File: config.mk
export PLATFORM = sky130hd
export DESIGN_NAME = servo_frame_receiver_unit
export DESIGN_NICKNAME = d
export VERILOG_FILES = /design/src/hw/rtl/sfr_pkg.sv /design/src/hw/rtl/sfr_cfg_regs.sv /design/src/hw/rtl/sfr_deframer.sv /design/src/hw/rtl/servo_frame_receiver_unit.sv
export SDC_FILE = /design/constraint.sdc
export NUM_CORES = 1
export LEC_CHECK = 0
export BUFFER_PORTS_ARGS = -buffer_cell sky130_fd_sc_hd__clkbuf_2
export CORE_UTILIZATION = 55
export CTS_CLUSTER_SIZE = 25
export DETAILED_ROUTE_END_ITERATION = 12
export HOLD_SLACK_MARGIN = 0.05
export PLACE_DENSITY = 0.84
export SLEW_MARGIN = 20
export SYNTH_ARGS = -nofsm -noshare
export SYNTH_HDL_FRONTEND = slang
export SYNTH_HIERARCHICAL = 1
export SYNTH_SLANG_ARGS = --single-unit
File: constraint.sdc
create_clock -name clk -period 5.85 [get_ports clk]
set_input_delay 0.8775 -clock clk [delete_from_list [all_inputs] [get_ports clk]]
set_output_delay 0.8775 -clock clk [all_outputs]
set_load 0.02 [all_outputs]
File: src/hw/rtl/sfr_pkg.sv
// ============================================================================
// sfr_pkg - shared types and constants for the servo frame receiver
// Frame layout, phase and status codes, register indexes and the
// structs passed between the receiver's modules.
// ============================================================================
package sfr_pkg;

    localparam int BYTE_W      = 8;
    localparam int WORD_W      = 16;
    localparam int BODY_KEPT   = 6;  // frame bytes 2..7 kept
    localparam int LAST_BODY   = 7;  // body count value at the tail byte
    localparam int COUNT_W     = 4;
    localparam int STORE_IDX_W = $clog2(BODY_KEPT);
    localparam int CFG_IDX_W   = 2;

    typedef logic [BYTE_W-1:0] byte_t;
    typedef logic [WORD_W-1:0] word_t;

    typedef enum logic [1:0] {
        PH_HUNT   = 2'd0,
        PH_SECOND = 2'd1,
        PH_BODY   = 2'd2
    } phase_t;

    typedef enum logic [1:0] {
        ST_GOOD     = 2'd0,
        ST_TAIL_BAD = 2'd1,
        ST_SUM_BAD  = 2'd2
    } status_t;

    typedef enum logic [CFG_IDX_W-1:0] {
        REG_HEADER_FIRST  = 2'd0,
        REG_HEADER_SECOND = 2'd1,
        REG_TAIL_BYTE     = 2'd2
    } cfg_idx_t;

    localparam byte_t HEADER_FIRST_RST  = 8'hFA;
    localparam byte_t HEADER_SECOND_RST = 8'hAF;
    localparam byte_t TAIL_BYTE_RST     = 8'hED;

    typedef struct packed {
        byte_t header_first;
        byte_t header_second;
        byte_t tail_byte;
    } cfg_t;

    typedef struct packed {
        status_t frame_status;
        byte_t   servo_id;
        byte_t   command;
        word_t   word_first;
        word_t   word_second;
    } result_t;

endpackage

File: src/hw/rtl/sfr_cfg_regs.sv
// ============================================================================
// sfr_cfg_regs - configuration registers
// Header and tail match bytes, written through a valid/ready port.
// ============================================================================
module sfr_cfg_regs (
    input  logic                           clk,
    input  logic                           rst_n,
    input  logic                           cfg_valid,
    output logic                           cfg_ready,
    input  logic [sfr_pkg::CFG_IDX_W-1:0]  cfg_index,
    input  logic [sfr_pkg::BYTE_W-1:0]     cfg_data,
    output sfr_pkg::cfg_t                  cfg
);
    import sfr_pkg::*;

    cfg_t cfg_reg;
    cfg_t cfg_next;

    assign cfg_ready = 1'b1;
    assign cfg       = cfg_reg;

    always_comb
    begin
        cfg_next = cfg_reg;
        if (cfg_valid)
        begin
            unique case (cfg_index)
                REG_HEADER_FIRST:  cfg_next.header_first  = cfg_data;
                REG_HEADER_SECOND: cfg_next.header_second = cfg_data;
                REG_TAIL_BYTE:     cfg_next.tail_byte     = cfg_data;
                default:           cfg_next = cfg_reg;  // unmapped index
            endcase
        end
    end

    always_ff @(posedge clk or negedge rst_n)
    begin
        if (!rst_n)
        begin
            cfg_reg.header_first  <= HEADER_FIRST_RST;
            cfg_reg.header_second <= HEADER_SECOND_RST;
            cfg_reg.tail_byte     <= TAIL_BYTE_RST;
        end
        else
        begin
            cfg_reg <= cfg_next;
        end
    end

endmodule

File: src/hw/rtl/sfr_deframer.sv
// ============================================================================
// sfr_deframer - header hunt, body capture and frame checks
// Updates the framing state for one byte per step and forms the result
// combinationally when the byte is the tail.
// ============================================================================
module sfr_deframer (
    input  logic                       clk,
    input  logic                       rst_n,
    input  logic                       step,
    input  logic [sfr_pkg::BYTE_W-1:0] rx_byte,
    input  sfr_pkg::cfg_t              cfg,
    output logic                       frame_done,
    output sfr_pkg::result_t           result
);
    import sfr_pkg::*;

    phase_t              phase_reg,       phase_next;
    logic [COUNT_W-1:0]  body_count_reg,  body_count_next;
    byte_t               running_sum_reg, running_sum_next;
    byte_t               sum_byte_reg;
    byte_t               body_store_reg [BODY_KEPT];
    logic                store_we;
    logic                sum_byte_we;

    always_comb
    begin
        phase_next       = phase_reg;
        body_count_next  = body_count_reg;
        running_sum_next = running_sum_reg;
        store_we         = 1'b0;
        sum_byte_we      = 1'b0;
        frame_done       = 1'b0;
        unique case (phase_reg)
            PH_SECOND:
            begin
                // second header byte wins when both registers match
                if (rx_byte == cfg.header_second)
                begin
                    phase_next       = PH_BODY;
                    body_count_next  = '0;
                    running_sum_next = '0;
                end
                else if (rx_byte == cfg.header_first)
                begin
                    phase_next = PH_SECOND;
                end
                else
                begin
                    phase_next = PH_HUNT;
                end
            end
            PH_BODY:
            begin
                if (body_count_reg < COUNT_W'(BODY_KEPT))
                begin
                    store_we         = 1'b1;
                    running_sum_next = running_sum_reg + rx_byte;
                    body_count_next  = body_count_reg + 1'b1;
                end
                else if (body_count_reg < COUNT_W'(LAST_BODY))
                begin
                    sum_byte_we     = 1'b1;
                    body_count_next = body_count_reg + 1'b1;
                end
                else
                begin
                    frame_done       = 1'b1;
                    phase_next       = PH_HUNT;
                    body_count_next  = '0;
                    running_sum_next = '0;
                end
            end
            default:
            begin
                phase_next = (rx_byte == cfg.header_first) ? PH_SECOND : PH_HUNT;
            end
        endcase
    end

    // tail is checked before the checksum
    always_comb
    begin
        if (rx_byte != cfg.tail_byte)
            result.frame_status = ST_TAIL_BAD;
        else if (sum_byte_reg != running_sum_reg)
            result.frame_status = ST_SUM_BAD;
        else
            result.frame_status = ST_GOOD;
        result.servo_id    = body_store_reg[0];
        result.command     = body_store_reg[1];
        result.word_first  = {body_store_reg[2], body_store_reg[3]};
        result.word_second = {body_store_reg[4], body_store_reg[5]};
    end

    always_ff @(posedge clk or negedge rst_n)
    begin
        if (!rst_n)
        begin
            phase_reg       <= PH_HUNT;
            body_count_reg  <= '0;
            running_sum_reg <= '0;
        end
        else if (step)
        begin
            phase_reg       <= phase_next;
            body_count_reg  <= body_count_next;
            running_sum_reg <= running_sum_next;
        end
    end

    // payload storage, no reset
    always_ff @(posedge clk)
    begin
        if (step && store_we)
            body_store_reg[body_count_reg[STORE_IDX_W-1:0]] <= rx_byte;
        if (step && sum_byte_we)
            sum_byte_reg <= rx_byte;
    end

endmodule

File: src/hw/rtl/servo_frame_receiver_unit.sv
// ============================================================================
// servo_frame_receiver_unit - serial servo frame receiver
// Hunts for a two-byte header, collects a 10-byte frame and reports it.
// ============================================================================
// Feed received bytes in on the rx_byte channel, one item per byte; one byte
// can be taken every clock cycle. The unit looks for the header pair
// (header_first, header_second; FA AF after reset), then collects eight more
// bytes: six body bytes (id, command, two big-endian 16-bit words), the
// checksum (sum of the six body bytes modulo 256) and the tail. When the tail
// byte is processed one result item comes out with frame_status 0 for a good
// frame, 1 when the tail does not match tail_byte (checked first) and 2 when
// the checksum does not match; the data fields always carry what was received.
// All other bytes give no result. A byte passes an input register, the
// framing logic, and lands in the output register: a tail byte's result is
// written to the output register when the tail leaves the input register,
// and out_valid rises with it. Sustained rate is one byte per cycle; input
// stalls only when a tail byte meets a held, stalled result.
// Configuration writes (index 0 header_first, 1 header_second, 2 tail_byte;
// index 3 ignored) are always ready and should be made while the unit is idle.
// ============================================================================
module servo_frame_receiver_unit (
    input  logic                           clk,
    input  logic                           rst_n,
    // byte input channel
    input  logic                           in_valid,
    output logic                           in_stall,
    input  logic [sfr_pkg::BYTE_W-1:0]     rx_byte,
    // result channel
    output logic                           out_valid,
    input  logic                           out_stall,
    output logic [1:0]                     frame_status,
    output logic [sfr_pkg::BYTE_W-1:0]     servo_id,
    output logic [sfr_pkg::BYTE_W-1:0]     command,
    output logic [sfr_pkg::WORD_W-1:0]     word_first,
    output logic [sfr_pkg::WORD_W-1:0]     word_second,
    // configuration write channel
    input  logic                           cfg_valid,
    output logic                           cfg_ready,
    input  logic [sfr_pkg::CFG_IDX_W-1:0]  cfg_index,
    input  logic [sfr_pkg::BYTE_W-1:0]     cfg_data
);
    import sfr_pkg::*;

    cfg_t    cfg;
    result_t result;
    logic    frame_done;

    // input register
    logic    in_valid_reg;
    byte_t   in_byte_reg;
    // output register
    logic    out_valid_reg;
    result_t out_reg;

    logic    advance;
    logic    step;

    sfr_cfg_regs u_cfg (
        .clk       (clk),
        .rst_n     (rst_n),
        .cfg_valid (cfg_valid),
        .cfg_ready (cfg_ready),
        .cfg_index (cfg_index),
        .cfg_data  (cfg_data),
        .cfg       (cfg)
    );

    sfr_deframer u_deframer (
        .clk        (clk),
        .rst_n      (rst_n),
        .step       (step),
        .rx_byte    (in_byte_reg),
        .cfg        (cfg),
        .frame_done (frame_done),
        .result     (result)
    );

    // The held byte moves on unless it is a tail whose result has nowhere
    // to go: output register full and the consumer stalling.
    assign advance  = !(frame_done && out_valid_reg && out_stall);
    assign step     = in_valid_reg && advance;
    assign in_stall = in_valid_reg && !advance;

    always_ff @(posedge clk or negedge rst_n)
    begin
        if (!rst_n)
        begin
            in_valid_reg <= 1'b0;
        end
        else if (in_valid && !in_stall)
        begin
            in_valid_reg <= 1'b1;
        end
        else if (step)
        begin
            in_valid_reg <= 1'b0;
        end
    end

    always_ff @(posedge clk)
    begin
        if (in_valid && !in_stall)
            in_byte_reg <= rx_byte;
    end

    always_ff @(posedge clk or negedge rst_n)
    begin
        if (!rst_n)
        begin
            out_valid_reg <= 1'b0;
        end
        else if (step && frame_done)
        begin
            out_valid_reg <= 1'b1;
        end
        else if (!out_stall)
        begin
            out_valid_reg <= 1'b0;
        end
    end

    always_ff @(posedge clk)
    begin
        if (step && frame_done)
            out_reg <= result;
    end

    assign out_valid    = out_valid_reg;
    assign frame_status = out_reg.frame_status;
    assign servo_id     = out_reg.servo_id;
    assign command      = out_reg.command;
    assign word_first   = out_reg.word_first;
    assign word_second  = out_reg.word_second;

endmodule

# --- After elaboration in Yosys (flattened, before gate mapping) ---
# Memories as Yosys holds them, arrays and structs flattened. A register that Yosys moved wholly into a read port is not among the register bits.
# Cells that the tools add are included.
classes:
  n_addsub: 2
  magnitude_cmp: 2
  eq_ne: 13
  n_mux: 28
  n_reduce_logical: 19
op_table:
  columns: ["operator", "n"]
  rows:
  - ["$mux W8", 3]
  - ["$eq A8 B8 Y1", 2]
  - ["$ne A8 B8 Y1", 2]
  - ["$pmux W8 S2", 1]
  - ["$mux W1", 15]
  - ["$mux W4", 3]
  - ["$add A8 B8 Y8", 1]
  - ["$logic_and A1 B1 Y1", 8]
  - ["$lt A4 B3 Y1 const B", 2]
  - ["$mux W2", 4]
  - ["$pmux W4 S2", 1]
  - ["$reduce_and A2 Y1", 3]
  - ["$reduce_and A3 Y1", 2]
  - ["$add A4 B1 Y4 const B", 1]
  - ["$eq A2 B1 Y1 const B", 2]
  - ["$eq A2 B2 Y1 const B", 2]
  - ["$ne A2 B1 Y1 const B", 2]
  - ["$ne A2 B2 Y1 const B", 2]
  - ["$pmux W2 S2", 1]
  - ["$reduce_and A4 Y1", 1]
  - ["$reduce_bool A2 Y1", 2]
  - ["$ne A3 B2 Y1 const B", 1]
  - ["$logic_not A1 Y1", 2]
  - ["$logic_not A2 Y1", 1]
word_totals:
  ff_bits: 58
  mem_bits_rw: 48
  inputBits: 23
  output_inout_bits: 53
  word_cells: 76
  n_memories: 1
mem_list:
  columns: ["name", "depth", "word_bits", "read_ports", "rd_clocked_by_memory_dff", "wr", "line", "rtl"]
  rows:
  - ["u_deframer.body_store_reg", 6, 8, 6, 6, 1, "sfr_deframer.sv:21", "byte_t body_store_reg [BODY_KEPT];"]

# --- Depth between registers and ports, before layout ---
depth:
  ltp_word: 11
  mapped_depth: 10
  ltp_nobuf: 8

# --- Hierarchy ---
# The synthesis kept the hierarchy.
by_module_without_submodules:
  columns: ["module", "n_inst", "cells_per_inst", "area_per_inst_um2", "seq_area_each_um2"]
  rows:
  - ["sfr_deframer", 1, 223, 3164.3, 2031.9]
  - ["servo_frame_receiver_unit", 1, 70, 1846.8, 1791.7]
  - ["sfr_cfg_regs", 1, 53, 945.9, 623.1]

# --- Least setup slack after synthesis ---
# OpenSTA, ideal clock, no wires.
synth_timing:
  path_kind: "register -> register"
  startpoint: "register u_deframer.body_count_reg[0]"
  endpoint: "register command[0] (netlist name)"
  t_arrival_ns: 3.659
  t_required_ns: 5.376
  path_slack_ns: 1.716
  stages_incl_launch_ff: 6
  path_buffers: 0
  synth_period_minus_slack_ns: 4.134
  cell_sequence: "dfrtp_1 -> ha_1 -> nand3_1 -> a21boi_0 -> nand2_1 -> a21oi_1"
synth_between:
  elab_chain_len: 9
  elab_cells_between_ends: 10
synth_lines:
  columns: ["element", "line", "rtl"]
  rows:
  - ["start: declaration", "sfr_deframer.sv:18", "logic [COUNT_W-1:0] body_count_reg, body_count_next;"]
  - ["start signal: assignment", "sfr_deframer.sv:106", "body_count_reg <= body_count_next;"]
  - ["$lt A4 B3 Y1", "sfr_deframer.sv:60", "else if (body_count_reg < COUNT_W'(LAST_BODY))"]
  - ["$mux W1", "sfr_deframer.sv:60", null]
  - ["$mux W1 (*)", "sfr_deframer.sv:54", "if (body_count_reg < COUNT_W'(BODY_KEPT))"]
  - ["$mux W1 (*)", "sfr_deframer.sv:33", "unique case (phase_reg)"]
  - ["named net frame_done", "servo_frame_receiver_unit.sv:46", "logic frame_done;"]
  - ["$logic_and A1 B1 Y1 (2 in a row)", "servo_frame_receiver_unit.sv:80", "assign advance = !(frame_done && out_valid_reg && out_stall);"]
  - ["$logic_not A1 Y1", "servo_frame_receiver_unit.sv:80", null]
  - ["$logic_and A1 B1 Y1", "servo_frame_receiver_unit.sv:81", "assign step = in_valid_reg && advance;"]
  - ["$logic_and A1 B1 Y1 (*)", "servo_frame_receiver_unit.sv:124", "if (step && frame_done)"]
# The timed path passes the listed nets; every way through them passes the cells marked *.
# A chain may end at the register's enable or synchronous reset.

# --- Worst setup path in the final report ---
layout_timing:
  startpoint: "register u_deframer.body_count_reg[0]"
  endpoint: "output in_stall"
layout_between:
  elab_chain_len: 7
  elab_cells_between_ends: 8
layout_lines:
  columns: ["element", "line", "rtl"]
  rows:
  - ["$lt A4 B3 Y1", "sfr_deframer.sv:60", null]
  - ["$mux W1", "sfr_deframer.sv:60", null]
  - ["$mux W1 (*)", "sfr_deframer.sv:54", null]
  - ["$mux W1 (*)", "sfr_deframer.sv:33", null]
  - ["named net frame_done", "servo_frame_receiver_unit.sv:46", null]
  - ["$logic_and A1 B1 Y1 (*) (2 in a row)", "servo_frame_receiver_unit.sv:80", null]
  - ["$logic_and A1 B1 Y1 (*)", "servo_frame_receiver_unit.sv:82", "assign in_stall = in_valid_reg && !advance;"]
  - ["end: declaration", "servo_frame_receiver_unit.sv:26", "output logic in_stall,"]
# Marked as above.

==> flow_metrics.tcl <==
set metrics [dict create \
    outcome "finished clean" \
    syn_inst 346 \
    synth_cell_types 52 \
    worstPathCellList "ha_1 > nand3_1 > a21boi_0 > nand4_2 > inv_1 > clkbuf_2" \
    layout_setup_ws_ns 2.76 \
    yosys_warnings 6 \
    dieArea_mm2 0.0113 \
    synth_nets 380 \
    place_ws_ns 2.97 \
    grt_usage 0.211 \
    clock_path_buffers 2 \
    comb_power_share 0.053 \
    cts_tree "done" \
    synthFlopType "edfxtp_1" \
    p_switching_uw 570 \
    die_h_um 106 \
    numCtsBuffers 17 \
    drtPass1Iterations 4 \
    fin_skew_ns 0.0119 \
    critPathLaunchType "register" \
    tightestPinTransition_ns 1.04 \
    grt_pass1_vias 3348 \
    final.setup.tns_ns 0 \
    numClockSinks 154 \
    synth_compound_area_frac 0.0500 \
    cp_slowest_cell "dfrtp_1" \
    synth-seq-cells 154 \
    synth_top_family_by_area "simple AND/OR/NAND/NOR gates" \
    finalCritPeriodShare 0.528 \
    leakage_nw 2.73 \
    period_minus_slack_ns 3.09 \
    synthAdderAreaFrac 0.0244 \
    areaGrowthSynthToFinish_pct 18.8 \
    path_max_fanout 9 \
    ff2ff_path_depth 8 \
    synth_edf_count 114 \
    slew_violations 0 \
    vias_per_cell 5.55 \
    yosysSeqAreaShare 0.746 \
    hold_violations 0 \
    p_sw_frac 0.229 \
    rsz0062_at_grt "no" \
    clk_pin_slew_ns 0.06 \
    ys_async_sr_fraction 0.260 \
    wl_per_cell_um 18.6 \
    place_hpwl_um 7180 \
    muxShareOfSynthArea 0.0489 \
    ios 76 \
    required_ns 4.97 \
    die_w_um 106 \
    synth_xor_area_frac 0.0527 \
    antenna_found_initial 0 \
    p_int_mw 1.92 \
    p_clk_frac 0.427 \
    postRouteWirelength_um 10900 \
    final_common_cell "edfxtp_1" \
    drtIter0Drc 261 \
    ys_top_cells_by_area "edfxtp_1, dfrtp_1, dfstp_2, xor2_1, mux2_2" \
    slowest_delay_ns 0.50 \
    synth_top_area_share 0.575 \
    postCtsSetupRepairBufs 0 \
    initial_core_util 0.572 \
    fin_nets 472 \
    yosysTopAreaCell "edfxtp_1" \
    worst-path-buf-inv 2 \
    clock_latency_ns 0.53 \
    hp-class "register to register" \
    worst_setup_path_end_kind "output port" \
    seqPwrFrac 0.520 \
    power.density_mw_per_mm2 352 \
    io_buffers 74 \
    grt_max_degree 51 \
    num_antenna_cells 0 \
    mostFrequentLayoutCells "edfxtp_1, clkbuf_2, xor2_1" \
    critPathKind "register to output port" \
    finalSetupViolCount 0 \
    cpLargestDelayFamily "flip-flops" \
    worst-path-stages 6 \
    root_buffer "clkbuf_8" \
    cts_hold_buf 0 \
    cp.arrival_ns 2.21 \
    core_mm2 0.0104 \
    cts_resized 0 \
    ir_drop_uv 208 \
    htreeDepth 4 \
    overflow 0 \
    synth-simple-area-share 0.0651 \
    fmax_mhz 324 \
    largest_register_ffs 48 \
    route.antenna.remaining_nets 0 \
    grt_pass1_wl_um 17300 \
    relSlewSlack 0.303 \
    avgSynthCellArea_um2 17.2 \
    holdPathStages 0 \
    layout-drive-gt1-share 0.361 \
    rows 37 \
    gp_congestion 0.884 \
    post-route-drc-count 0 \
    synth_area_mm2 0.00596 \
    cap_violations 0 \
    vias 3259 \
]
==> routing by layer <==
metal | vias up | share of wire | routed length [um] | track usage
li1 | 1493 | - | - | -
met1 | 1619 | 0.42 | 4560 | 0.245
met2 | 130 | 0.52 | 5660 | 0.368
met3 | 17 | 0.042 | 456 | 0.0466
met4 | 0 | 0.023 | 254 | 0.108
met5 | - | 0 | 0 | 0
==> per-stage QoR <==
step                power, mW   util  area [um2]  instances  hold WS, ns
finish                   2.49  0.680        7080        587        0.413
global route             2.56  0.680        7080        587        0.419
CTS                      2.50  0.680        7080        587        0.416
detailed placement       1.45  0.624        6500        555        0.405
global placement         1.44  0.624        6500        555        0.402
floorplan                1.40      -        5960        346        0.400
==> Yosys cell counts, types with 5 or more instances <==
cell,instances
edfxtp_1,114
o31ai_1,6
dfstp_2,18
nand3_1,5
o21ai_0,10
xor2_1,33
ha_1,10
inv_1,7
dfrtp_1,22
a21oi_1,5
nor2_1,7
mux2_2,24
nor4_1,8
o21ai_1,6
nand2_1,16
==> worst paths after layout <==
check,startpoint,endpoint,slack [ns]
setup / recovery,u_deframer/body_count_reg[0]$_DFFE_PN0P_,in_stall,2.76
hold / removal,u_deframer/body_store_reg[0][2]$_DFFE_PP_,servo_id[2]$_DFFE_PP_,0.41
setup reg to reg,u_deframer/body_count_reg[0]$_DFFE_PN0P_,u_deframer/body_store_reg[1][1]$_DFFE_PP_,2.87
hold reg to reg,u_deframer/body_store_reg[0][2]$_DFFE_PP_,servo_id[2]$_DFFE_PP_,0.41
max in group asynchronous,rst_n,u_deframer/running_sum_reg[3]$_DFFE_PN0P_,4.73
min in group asynchronous,rst_n,u_cfg/cfg[16]$_DFFE_PN0P_,0.51
==> power by group through the flow <==
stage	clock, mW	sequential (mW)	combinational [mW]
final	1.06	1.29	0.133
after global routing	1.12	1.30	0.146
after CTS	1.08	1.29	0.134
after detailed placement	0	1.32	0.132
after global placement	0	1.31	0.126
after floorplan	0	1.29	0.110
==> worst reg2reg max path, delay by kind of cell (launching register included) <==
family	cells	cell delay [ns]
adders and majority gates	1	0.28
DFF	1	0.47
AOI/OAI and AO/OA	2	0.51
and+or+nand+nor	5	1.32
==> cell families after synthesis <==
logic type	after synthesis
adder cells (fa/ha/maj)	11
AND/OR/NAND/NOR	61
AO/OA/AOI/OAI	45
flip-flops	154
multiplexers	26
other	1
XOR/XNOR	35
buffers and inverters	13
==> cell type report <==
| cell class | count | area, um2 |
|---|---|---|
| tap | 136 | 170 |
| inverter | 7 | 26.3 |
| fill | 659 | 3340 |
| sequential | 154 | 4450 |
| clock buffer | 18 | 418 |
| multi-input combinational | 179 | 1450 |
| clock inverter | 14 | 159 |
| timing repair buffer | 79 | 408 |
Note: power is estimated with default switching activity, not from simulation.
